### src/sv/rrtq_pkg.sv
// Shared types and constants for the round-robin thread queue.
// Holds the request and result structures, operation and status codes.
// No dependencies; the other files, rrtq_ram apart, refer to it by scoped names.
package rrtq_pkg;

    // Default sizes handed to the top level.
    localparam int DEF_QUEUE_DEPTH = 16;
    localparam int DEF_ID_WIDTH    = 16;

    // Fixed widths of the interface fields.
    localparam int TID_W    = 16;
    localparam int QLEN_W   = 5;
    localparam int STATUS_W = 2;

    // Operation codes carried by a request.
    typedef enum logic [1:0] {
        OP_ADMIT    = 2'd0,
        OP_REMOVE   = 2'd1,
        OP_NEXT     = 2'd2,
        OP_SHUTDOWN = 2'd3
    } t_op;

    // Status codes returned with every result.
    localparam logic [STATUS_W-1:0] ST_OK       = 2'd0;
    localparam logic [STATUS_W-1:0] ST_FULL     = 2'd1;
    localparam logic [STATUS_W-1:0] ST_NO_MATCH = 2'd2;

    // One request as it enters the block.
    typedef struct packed {
        t_op              op;
        logic [TID_W-1:0] thread_id;
    } t_request;

    // One result as it leaves the block.
    typedef struct packed {
        logic [TID_W-1:0]    chosen_thread;
        logic                chosen_valid;
        logic [QLEN_W-1:0]   queue_length;
        logic [STATUS_W-1:0] status;
    } t_result;

endpackage

### src/sv/round_robin_thread_queue.sv
// Round-robin thread queue: sequencer around the slot memory.
// Depends on rrtq_pkg and rrtq_ram.
//
// A request is taken when start is high and busy is low; its result appears
// on o_result for exactly one cycle with o_done high and cannot be held off.
// Admit, shutdown, and next or remove on an empty queue give their result in
// the cycle after the request and leave busy low, so such requests may follow
// each other every cycle. Next keeps busy high while the chosen slot is read
// through the registered read port of the slot memory. Remove streams every
// stored slot once through that single read port, compares each against the
// id, and writes every slot after the match back one place lower as it
// passes. The slot memory needs no clearing after reset; only slots below the
// entry count are ever read.
module round_robin_thread_queue #(
    parameter int QUEUE_DEPTH = rrtq_pkg::DEF_QUEUE_DEPTH,
    parameter int ID_WIDTH    = rrtq_pkg::DEF_ID_WIDTH
) (
    input  logic               i_clk,
    input  logic               i_rst_n,
    input  logic               start,
    output logic               busy,
    input  rrtq_pkg::t_request i_request,
    output logic               o_done,
    output rrtq_pkg::t_result  o_result
);

    localparam int AW = $clog2(QUEUE_DEPTH);
    localparam int CW = $clog2(QUEUE_DEPTH + 1);
    localparam logic [CW-1:0] FULL_COUNT = CW'(QUEUE_DEPTH);

    typedef enum logic [1:0] {
        S_IDLE,
        S_SCAN,
        S_NEXT
    } t_state;

    t_state                r_state;
    logic [CW-1:0]         r_count;
    logic [AW-1:0]         r_cur;
    logic                  r_cv;
    logic [ID_WIDTH-1:0]   r_id;
    logic [CW-1:0]         r_rd_ptr;
    logic                  r_dt_vld;
    logic [AW-1:0]         r_dt_idx;
    logic                  r_found;
    logic [AW-1:0]         r_pos;

    logic                  w_accept;
    logic [ID_WIDTH-1:0]   w_id;
    logic [AW-1:0]         w_next_cur;
    logic                  w_admit_ok;
    logic                  w_next_rd;
    logic                  w_rd_scan;
    logic                  w_shift_wr;
    logic                  w_hit;
    logic                  w_last;
    logic                  w_found;
    logic [AW-1:0]         w_pos;
    logic [CW-1:0]         n_count_rm;
    logic [AW-1:0]         n_cur_rm;
    logic                  n_cv_rm;

    logic                  w_wr_en;
    logic [AW-1:0]         w_wr_addr;
    logic [ID_WIDTH-1:0]   w_wr_data;
    logic                  w_rd_en;
    logic [AW-1:0]         w_rd_addr;
    logic [ID_WIDTH-1:0]   w_rd_data;

    // Handshake and request decode.
    assign busy       = (r_state != S_IDLE);
    assign w_accept   = start && !busy;
    assign w_id       = ID_WIDTH'(i_request.thread_id);
    assign w_admit_ok = w_accept && (i_request.op == rrtq_pkg::OP_ADMIT)
                        && (r_count != FULL_COUNT);
    assign w_next_rd  = w_accept && (i_request.op == rrtq_pkg::OP_NEXT)
                        && (r_count != '0);

    // Cursor advance for next: head when there is no cursor or after the tail.
    always_comb begin
        if (!r_cv || ((CW'(r_cur) + CW'(1)) >= r_count)) begin
            w_next_cur = '0;
        end else begin
            w_next_cur = r_cur + AW'(1);
        end
    end

    // Remove scan: one slot read per cycle, compare, and shift later slots down.
    assign w_rd_scan  = (r_state == S_SCAN) && (r_rd_ptr < r_count);
    assign w_hit      = r_dt_vld && !r_found && (w_rd_data == r_id);
    assign w_shift_wr = (r_state == S_SCAN) && r_dt_vld && r_found;
    assign w_last     = (r_state == S_SCAN) && r_dt_vld
                        && (CW'(r_dt_idx) == (r_count - CW'(1)));
    assign w_found    = r_found || w_hit;
    assign w_pos      = r_found ? r_pos : r_dt_idx;

    // Count and cursor after a successful remove.
    always_comb begin
        n_count_rm = r_count - CW'(1);
        n_cur_rm   = r_cur;
        n_cv_rm    = r_cv;
        if (r_cv && (w_pos <= r_cur)) begin
            if (r_cur == '0) begin
                n_cv_rm = 1'b0;
            end else begin
                n_cur_rm = r_cur - AW'(1);
            end
        end
        if (n_count_rm == '0) begin
            n_cv_rm  = 1'b0;
            n_cur_rm = '0;
        end
    end

    // Memory port selection.
    assign w_wr_en   = w_admit_ok || w_shift_wr;
    assign w_wr_addr = w_shift_wr ? (r_dt_idx - AW'(1)) : r_count[AW-1:0];
    assign w_wr_data = w_shift_wr ? w_rd_data : w_id;
    assign w_rd_en   = w_next_rd || w_rd_scan;
    assign w_rd_addr = (r_state == S_SCAN) ? r_rd_ptr[AW-1:0] : w_next_cur;

    rrtq_ram #(
        .DEPTH (QUEUE_DEPTH),
        .WIDTH (ID_WIDTH)
    ) u_ram (
        .i_clk     (i_clk),
        .i_wr_en   (w_wr_en),
        .i_wr_addr (w_wr_addr),
        .i_wr_data (w_wr_data),
        .i_rd_en   (w_rd_en),
        .i_rd_addr (w_rd_addr),
        .o_rd_data (w_rd_data)
    );

    // Sequencer state, queue state and registered result.
    always_ff @(posedge i_clk) begin
        if (!i_rst_n) begin
            r_state  <= S_IDLE;
            r_count  <= '0;
            r_cur    <= '0;
            r_cv     <= 1'b0;
            r_rd_ptr <= '0;
            r_dt_vld <= 1'b0;
            r_found  <= 1'b0;
            o_done   <= 1'b0;
        end else begin
            o_done <= 1'b0;
            unique case (r_state)
                S_IDLE: begin
                    if (w_accept) begin
                        o_result              <= '0;
                        o_result.queue_length <= rrtq_pkg::QLEN_W'(r_count);
                        unique case (i_request.op)
                            rrtq_pkg::OP_ADMIT: begin
                                o_done <= 1'b1;
                                if (r_count == FULL_COUNT) begin
                                    o_result.status <= rrtq_pkg::ST_FULL;
                                end else begin
                                    r_count <= r_count + CW'(1);
                                    o_result.queue_length <=
                                        rrtq_pkg::QLEN_W'(r_count + CW'(1));
                                end
                            end
                            rrtq_pkg::OP_REMOVE: begin
                                if (r_count == '0) begin
                                    o_done          <= 1'b1;
                                    o_result.status <= rrtq_pkg::ST_NO_MATCH;
                                end else begin
                                    r_state  <= S_SCAN;
                                    r_id     <= w_id;
                                    r_rd_ptr <= '0;
                                    r_dt_vld <= 1'b0;
                                    r_found  <= 1'b0;
                                end
                            end
                            rrtq_pkg::OP_NEXT: begin
                                if (r_count == '0) begin
                                    o_done <= 1'b1;
                                    r_cv   <= 1'b0;
                                    r_cur  <= '0;
                                end else begin
                                    r_cur   <= w_next_cur;
                                    r_cv    <= 1'b1;
                                    r_state <= S_NEXT;
                                end
                            end
                            rrtq_pkg::OP_SHUTDOWN: begin
                                o_done                <= 1'b1;
                                r_count               <= '0;
                                r_cv                  <= 1'b0;
                                r_cur                 <= '0;
                                o_result.queue_length <= '0;
                            end
                        endcase
                    end
                end
                S_SCAN: begin
                    r_dt_vld <= w_rd_scan;
                    r_dt_idx <= r_rd_ptr[AW-1:0];
                    if (w_rd_scan) begin
                        r_rd_ptr <= r_rd_ptr + CW'(1);
                    end
                    if (w_hit) begin
                        r_found <= 1'b1;
                        r_pos   <= r_dt_idx;
                    end
                    if (w_last) begin
                        o_done   <= 1'b1;
                        r_state  <= S_IDLE;
                        r_dt_vld <= 1'b0;
                        o_result <= '0;
                        if (w_found) begin
                            r_count <= n_count_rm;
                            r_cur   <= n_cur_rm;
                            r_cv    <= n_cv_rm;
                            o_result.queue_length <= rrtq_pkg::QLEN_W'(n_count_rm);
                        end else begin
                            o_result.status       <= rrtq_pkg::ST_NO_MATCH;
                            o_result.queue_length <= rrtq_pkg::QLEN_W'(r_count);
                        end
                    end
                end
                S_NEXT: begin
                    o_done                 <= 1'b1;
                    r_state                <= S_IDLE;
                    o_result.chosen_thread <= rrtq_pkg::TID_W'(w_rd_data);
                    o_result.chosen_valid  <= 1'b1;
                    o_result.queue_length  <= rrtq_pkg::QLEN_W'(r_count);
                    o_result.status        <= rrtq_pkg::ST_OK;
                end
                default: begin
                    r_state <= S_IDLE;
                end
            endcase
        end
    end

`ifndef ASSERT_OFF
    // The entry count never goes past the queue depth.
    a_count_bound: assert property (@(posedge i_clk) disable iff (!i_rst_n)
        r_count <= FULL_COUNT)
        else $error("entry count exceeds queue depth");

    // A valid cursor always points at a stored entry.
    a_cursor_in_range: assert property (@(posedge i_clk) disable iff (!i_rst_n)
        r_cv |-> (CW'(r_cur) < r_count))
        else $error("cursor points past the tail");

    // An accepted request either completes at once or keeps the block busy.
    a_accept_progress: assert property (@(posedge i_clk) disable iff (!i_rst_n)
        w_accept |=> (o_done || busy))
        else $error("request accepted but neither completed nor in progress");

    // A picked thread is only ever reported with an ok status.
    a_chosen_ok: assert property (@(posedge i_clk) disable iff (!i_rst_n)
        (o_done && o_result.chosen_valid) |-> (o_result.status == rrtq_pkg::ST_OK))
        else $error("chosen thread reported with an error status");

    // The shift write never comes from the head slot, so the slot below it exists.
    a_shift_below: assert property (@(posedge i_clk) disable iff (!i_rst_n)
        w_shift_wr |-> (r_dt_idx != '0))
        else $error("gap-closing write below the head");
`endif

endmodule

### src/sv/rrtq_ram.sv
// Slot memory for the round-robin thread queue.
// One write port and one read port, read data registered.
// No package dependencies.
module rrtq_ram #(
    parameter int DEPTH = 16,
    parameter int WIDTH = 16
) (
    input  logic                     i_clk,
    input  logic                     i_wr_en,
    input  logic [$clog2(DEPTH)-1:0] i_wr_addr,
    input  logic [WIDTH-1:0]         i_wr_data,
    input  logic                     i_rd_en,
    input  logic [$clog2(DEPTH)-1:0] i_rd_addr,
    output logic [WIDTH-1:0]         o_rd_data
);

    logic [WIDTH-1:0] r_mem [DEPTH];

    // Write port.
    always_ff @(posedge i_clk) begin
        if (i_wr_en) begin
            r_mem[i_wr_addr] <= i_wr_data;
        end
    end

    // Registered read port.
    always_ff @(posedge i_clk) begin
        if (i_rd_en) begin
            o_rd_data <= r_mem[i_rd_addr];
        end
    end

endmodule

### config.mk
export PLATFORM = sky130hd
export DESIGN_NAME = round_robin_thread_queue
export DESIGN_NICKNAME = d
export VERILOG_FILES = /design/src/sv/rrtq_pkg.sv /design/src/sv/round_robin_thread_queue.sv /design/src/sv/rrtq_ram.sv
export SDC_FILE = /design/constraint.sdc
export NUM_CORES = 1
export LEC_CHECK = 0
export BUFFER_PORTS_ARGS = -buffer_cell sky130_fd_sc_hd__buf_2
export CORE_UTILIZATION = 45
export DETAILED_ROUTE_END_ITERATION = 10
export SYNTH_ARGS = -nofsm -noshare
export SYNTH_HDL_FRONTEND = slang
export SYNTH_HIERARCHICAL = 1
export SYNTH_SLANG_ARGS = --single-unit
### constraint.sdc
create_clock -name i_clk -period 8.8 [get_ports i_clk]
set_input_delay 1.76 -clock i_clk [delete_from_list [all_inputs] [get_ports i_clk]]
set_output_delay 1.76 -clock i_clk [all_outputs]
set_load 0.02 [all_outputs]
# Yosys cells after proc, flatten, opt, wreduce, memory -nomap -nowiden
# Memory sizes are Yosys's and may differ from the RTL's. A register that Yosys moved wholly into a read port is not among the register bits.
# Cells that the tools add are included.
[op_classes]
n_addsub = 7
n_lt_le_gt_ge = 3
eq_ne = 23
muxes = 61
bitwise_logic = 1
n_reduce_logical = 41
[op_table]
columns = ["cell", "n"]
rows = [
  ["$pmux W24 S3", 1],
  ["$mux W24", 2],
  ["$mux W4", 11],
  ["$mux W5", 8],
  ["$pmux W5 S2", 3],
  ["$reduce_and A5 Y1", 4],
  ["$mux W1", 18],
  ["$eq A16 B16 Y1", 1],
  ["$mux W16", 1],
  ["$pmux W4 S2", 2],
  ["$reduce_and A7 Y1", 2],
  ["$logic_and A1 B1 Y1", 12],
  ["$mux W2", 6],
  ["$ne A2 B2 Y1 const B", 6],
  ["$pmux W2 S2", 3],
  ["$add A5 B1 Y5 const B", 2],
  ["$logic_not A5 Y1", 2],
  ["$pmux W1 S2", 5],
  ["$ne A3 B2 Y1 const B", 3],
  ["$reduce_and A4 Y1", 2],
  ["$sub A4 B1 Y4 const B", 2],
  ["$eq A2 B2 Y1 const B", 3],
  ["$ne A3 B1 Y1 const B", 2],
  ["$ne A3 B3 Y1 const B", 2],
  ["other kinds (23)", 33],
]
[totals]
register_bits = 68
mem_bits_rw = 256
out_inout_bits = 26
elab_cells = 152
memories = 1
[memory_table]
columns = ["name", "words", "word_bits", "read_ports", "rd_clocked_by_memory_dff", "wr", "line", "rtl"]
rows = [
  ["u_ram.r_mem", 16, 16, 1, 1, 1, "rrtq_ram.sv:17", "logic [WIDTH-1:0] r_mem [DEPTH];"],
]

# Longest topological paths before layout
[depth]
ltp_word = 8
depth_mapped = 14
ltp_nobuf = 12

# Modules after synthesis
# The synthesis kept the hierarchy.
[modules_own_cells]
columns = ["module", "instances", "cells_per_inst", "area_each_um2", "seq_area_each_um2"]
rows = [
  ["rrtq_ram", 1, 432, 10202.3, 8167.8],
  ["round_robin_thread_queue", 1, 420, 4306.6, 1841.8],
]

# Worst setup path before layout
# No wires, ideal clock.
[synth_path]
kind = "in2reg"
start = "in start"
end = "reg o_result[0] (netlist bit), enable pin"
setup_time_ns = 0.536
arrival_ns = 5.715
setup_slack_ns = 2.550
path_stages = 2
n_path_buf = 0
path_cell_list = "nor2_1 -> a2111oi_0"
[synth_between]
elab_chain_cells = 3
[synth_lines]
columns = ["item", "line", "rtl"]
rows = [
  ["start: declaration", "round_robin_thread_queue.sv:20", "input logic start,"],
  ["$logic_and A1 B1 Y1", "round_robin_thread_queue.sv:72", "assign w_accept = start && !busy;"],
  ["$ne A2 B2 Y1 (no line)", "--", ""],
  ["$reduce_and A4 Y1 (no line)", "--", ""],
  ["end: declaration", "round_robin_thread_queue.sv:24", "output rrtq_pkg::t_result o_result"],
]
# Every way passes these cells.
# A chain may end at the register's enable or synchronous reset.

# Worst setup path in the final report
[layout_path]
start = "reg r_count[2]"
end = "reg u_ram.o_rd_data[11], read port of u_ram.r_mem (data pin)"
[layout_between]
elab_chain_cells = 4
word_cells_on_any_way = 9
[layout_lines]
columns = ["item", "line", "rtl"]
rows = [
  ["start: declaration", "round_robin_thread_queue.sv:38", "logic [CW-1:0] r_count;"],
  ["start signal: assignment", "round_robin_thread_queue.sv:159", "r_count <= r_count + CW'(1);"],
  ["start signal: assignment", "round_robin_thread_queue.sv:213", "r_count <= n_count_rm;"],
  ["$ge A5 B5 Y1", "round_robin_thread_queue.sv:81", "if (!r_cv || ((CW'(r_cur) + CW'(1)) >= r_count)) begin"],
  ["$logic_or A1 B1 Y1", "round_robin_thread_queue.sv:81", ""],
  ["$mux W4", "round_robin_thread_queue.sv:81", ""],
  ["$mux W4", "round_robin_thread_queue.sv:120", "assign w_rd_addr = (r_state == S_SCAN) ? r_rd_ptr[AW-1:0] : w_next_cur;"],
  ["net w_rd_addr[0]", "round_robin_thread_queue.sv:67", "logic [AW-1:0] w_rd_addr;"],
  ["end: declaration", "rrtq_ram.sv:14", "output logic [WIDTH-1:0] o_rd_data"],
]
# The timed path passes the listed nets, and every way through them passes these cells.

==> results.tsv <==
metric	value	unit
setup violators final	0	
max frequency	0.224	GHz
I/O Buffers	46	
largest net degree at the start of global routing	65	
htree depth	2	
Reg clk slew, reported paths	60	ps
Setup CP Type	register to register	
FF+latch area	10000	um^2
Reg power frac	53.6	%
clock skew	16.4	ps
ant diodes	0	
Internal Power	0.00264	W
Sw Ratio	21.5	%
Clock power frac	41.2	%
initial drt markers	581	
PostCTS Resize Cnt	0	
warnings from Yosys	6	
All-Layer GR Usage	18.7	%
FF-to-FF setup slack	4330	ps
R2R cell count	11	
Clock Tree Buf Depth	3	
total setup buffers inserted after CTS	0	
max_slew headroom	21.9	%
initial antenna violation count	0	
post-synth cell types	66	
worst hold-check path type	register to register	
WP depth	11	
fin crit period	4470	ps
Final Hold Viols	0	
clock root cell	clkbuf_16	
Starting Density	45.9	%
Post-synth EDFFs	320	
vias in the first global route	7596	
CORE AREA	31600	um^2
Net Switching	0.000723	W
WP data required	9060	ps
Main synth FF type	edfxtp_1	
Final nets	959	
crit share post-route	50.8	%
Inst Count DP	1272	
die footprint	33000	um^2
Comb pwr share	5.3	%
DRT antenna net count	0	
Seq cells post-synth	340	
Row Count	65	
Worst-Skew Late Latency	530	ps
Post-Syn Area	14500	um^2
Vias	7698	
crit path capture	u_ram/o_rd_data[11]$_DFFE_PP_	
Chip Width	182	um
Area growth syn-to-layout	11.9	%
reg-to-reg critical path startpoint	r_count[2]$_SDFFE_PN0P_	
mean area per synthesized cell	17.0	um^2
status	finished clean	
worst setup path startpoint	r_count[2]$_SDFFE_PN0P_	
area of the multi-input gates	4230	um^2
Die Height	182	um
Post-DP HPWL	19400	um
sequential area share after synthesis	69.0	%
CTS Hold Buffers Added	0	
Reg2Reg Capture Point	u_ram/o_rd_data[11]$_DFFE_PP_	
Non-Filler Instances	1334	
DRC viols	0	
First-pass DRT Iterations	5	
fill count	2552	
crit-path max FO	33	
Mapped Nets	903	
CP Cell Sequence	inv_1 > ha_1 > a21o_1 > a31oi_1 > o21ai_0 > nor2_1 > a22o_4 > buf_4 > mux4_1 > a22oi_1 > nand2_1	
Post-synth ARST share	0	%
Max stage delay on crit path	640	ps
CP endpoint kind	register	
MaxCap Viol Count	0	
grt ovf	0	
PD cells	207	nW/um^2
RD Place Congestion	0.773	
share of cells above drive strength 1	22.1	%
clk sinks	340	
CP max-delay cell	dfxtp_1	
Post-Synthesis Cells	852	
Ports	47	
Critical Path AT	4730	ps
first-pass GRT wire length	46300	um
crit path launch type	register	
vias per cell	5.77	
CTS tree	built	
Worst-Margin Slew	1160	ps
Slew Limit Fails	0	
LEAKAGE	5.26	nW
Post-Route WL	30300	um
critical path's top delay family	compound AO/OA/AOI/OAI gates	
CTS Buf Count	36	
setup_tns	0	ps
CP Buf/Inv Count	2	
unrepaired setup endpoints after global routing	false	
Routed wire per std cell	22.7	um
worst vdd ir	0.000126	V
worst min path at each step:
stage	startpoint	end	slack [ps]	depth (start not counted)
final	r_rd_ptr[4]$_SDFFE_PN0P_	r_rd_ptr[4]$_SDFFE_PN0P_	480	1
after global routing	r_rd_ptr[4]$_SDFFE_PN0P_	r_rd_ptr[4]$_SDFFE_PN0P_	530	1
after CTS	r_rd_ptr[4]$_SDFFE_PN0P_	r_rd_ptr[4]$_SDFFE_PN0P_	490	1
after detailed placement	r_rd_ptr[4]$_SDFFE_PN0P_	r_rd_ptr[4]$_SDFFE_PN0P_	480	1
after global placement	r_rd_ptr[4]$_SDFFE_PN0P_	r_rd_ptr[4]$_SDFFE_PN0P_	470	1
after floorplan	r_rd_ptr[4]$_SDFFE_PN0P_	r_rd_ptr[4]$_SDFFE_PN0P_	440	1
per-stage QoR:
step	worst slack [ps]	hold WS [ps]	utilization (%)	power, W	cell area, um^2
3_5_place_dp	3920	476	48.0	0.00201	15200
4_1_cts	4300	490	51.3	0.00339	16200
3_3_place_gp	3910	465	48.0	0.00201	15200
6_report	4330	481	51.3	0.00336	16200
5_1_grt	3970	529	51.3	0.00347	16200
2_1_floorplan	2550	444	-	0.00196	14500
power by group through the flow:
stage	Combinational (W)	Clock (W)	Sequential (W)
CTS	0.000178	0.00142	0.00180
finish	0.000178	0.00138	0.00180
floorplan	0.000115	0	0.00184
global placement	0.000177	0	0.00183
detailed placement	0.000178	0	0.00183
global route	0.000194	0.00147	0.00180
synthesized netlist by cell type, drive strengths merged, types with 3 or more instances:
| master | number | area, um^2 |
|---|---|---|
| dfxtp | 20 | 400 |
| xor2 | 5 | 43.8 |
| a22oi | 35 | 263 |
| o21ai | 23 | 115 |
| nand2 | 46 | 173 |
| a211oi | 4 | 35.0 |
| nand2b | 7 | 43.8 |
| xnor2 | 25 | 219 |
| ha | 30 | 375 |
| nand3 | 14 | 70.1 |
| clkbuf | 22 | 92.6 |
| mux4 | 64 | 1480 |
| nand4 | 6 | 37.5 |
| a21oi | 17 | 85.1 |
| edfxtp | 320 | 9610 |
| nor2b | 8 | 50.1 |
| o211ai | 4 | 30.0 |
| a31o | 3 | 26.3 |
| a21o | 5 | 38.8 |
| a22o | 4 | 35.0 |
| inv | 24 | 90.1 |
| and2 | 20 | 125 |
| mux2 | 19 | 214 |
| nand3b | 4 | 30.0 |
| o31ai | 3 | 22.5 |
| buf | 19 | 141 |
| nor3b | 3 | 22.5 |
| mux2i | 5 | 50.1 |
| o221ai | 3 | 26.3 |
| and3 | 3 | 18.8 |
| nor3 | 19 | 111 |
| nor2 | 34 | 128 |
| a31oi | 7 | 43.8 |
cells by family after synthesis:
kind of cell | after synthesis | synth area share [%]
simple gates | 174 | 6.13
xor+xnor | 30 | 1.81
buf+inv | 66 | 2.29
mux | 88 | 12.0
fa+ha+maj | 30 | 2.59
flops | 340 | 69.0
compound gates | 124 | 6.17
area by class of cell:
cell class	count	area share, %
clock inverters	14	0.709
multi-input cells	446	26.1
well taps	402	3.10
repair buffers	60	2.07
flip-flops and latches	340	61.7
clock buffers	48	5.83
inverters	24	0.555
registers in the layout (all words and copies together) (netlist names), 4 cells and up:
signal	flops
r_dt_idx	4
u_ram/o_rd_data	16
r_id	16
r_cur	4
r_pos	4
o_result	24
r_rd_ptr	5
u_ram/r_mem	256
r_count	5
worst reg2reg max path, delay by kind of cell (launching register included):
kind                     cells  cell delay, ps
adder cells (fa/ha/maj)      1             370
multiplexers                 1             670
buffers and inverters        2             960
AND/OR/NAND/NOR              2             350
flip-flops                   1             640
AO/OA/AOI/OAI                5            1200
per-layer routing:
layer | routed length [um] | track usage [%] | share of wire (%) | up-vias
met5 | 0 | 0 | 0 | -
met4 | 397 | 4.31 | 1.3 | 0
met3 | 1720 | 3.33 | 5.7 | 37
met2 | 13900 | 29.0 | 46 | 226
met1 | 14300 | 27.7 | 47 | 3926
li1 | - | - | - | 3509
cell usage in the layout, fill, tap and decap left out, types with 5 or more instances in the layout:
cell,instances
edfxtp_1,320
mux4_2,54
nand2_1,46
buf_2,46
clkbuf_16,36
a22oi_1,35
ha_1,30
xnor2_1,25
inv_1,24
o21ai_0,22
nor2_1,22
and2_1,20
dfxtp_1,20
mux2_2,19
a21oi_1,17
nand3_1,14
buf_4,14
nor3_1,13
clkbuf_1,12
nor2_2,12
mux4_1,10
nor2b_1,8
clkinv_1,8
nand2b_1,7
a31oi_1,7
nand4_1,6
xor2_1,5
mux2i_1,5
nor3_2,5
Note: power is estimated with default switching activity, not from simulation.
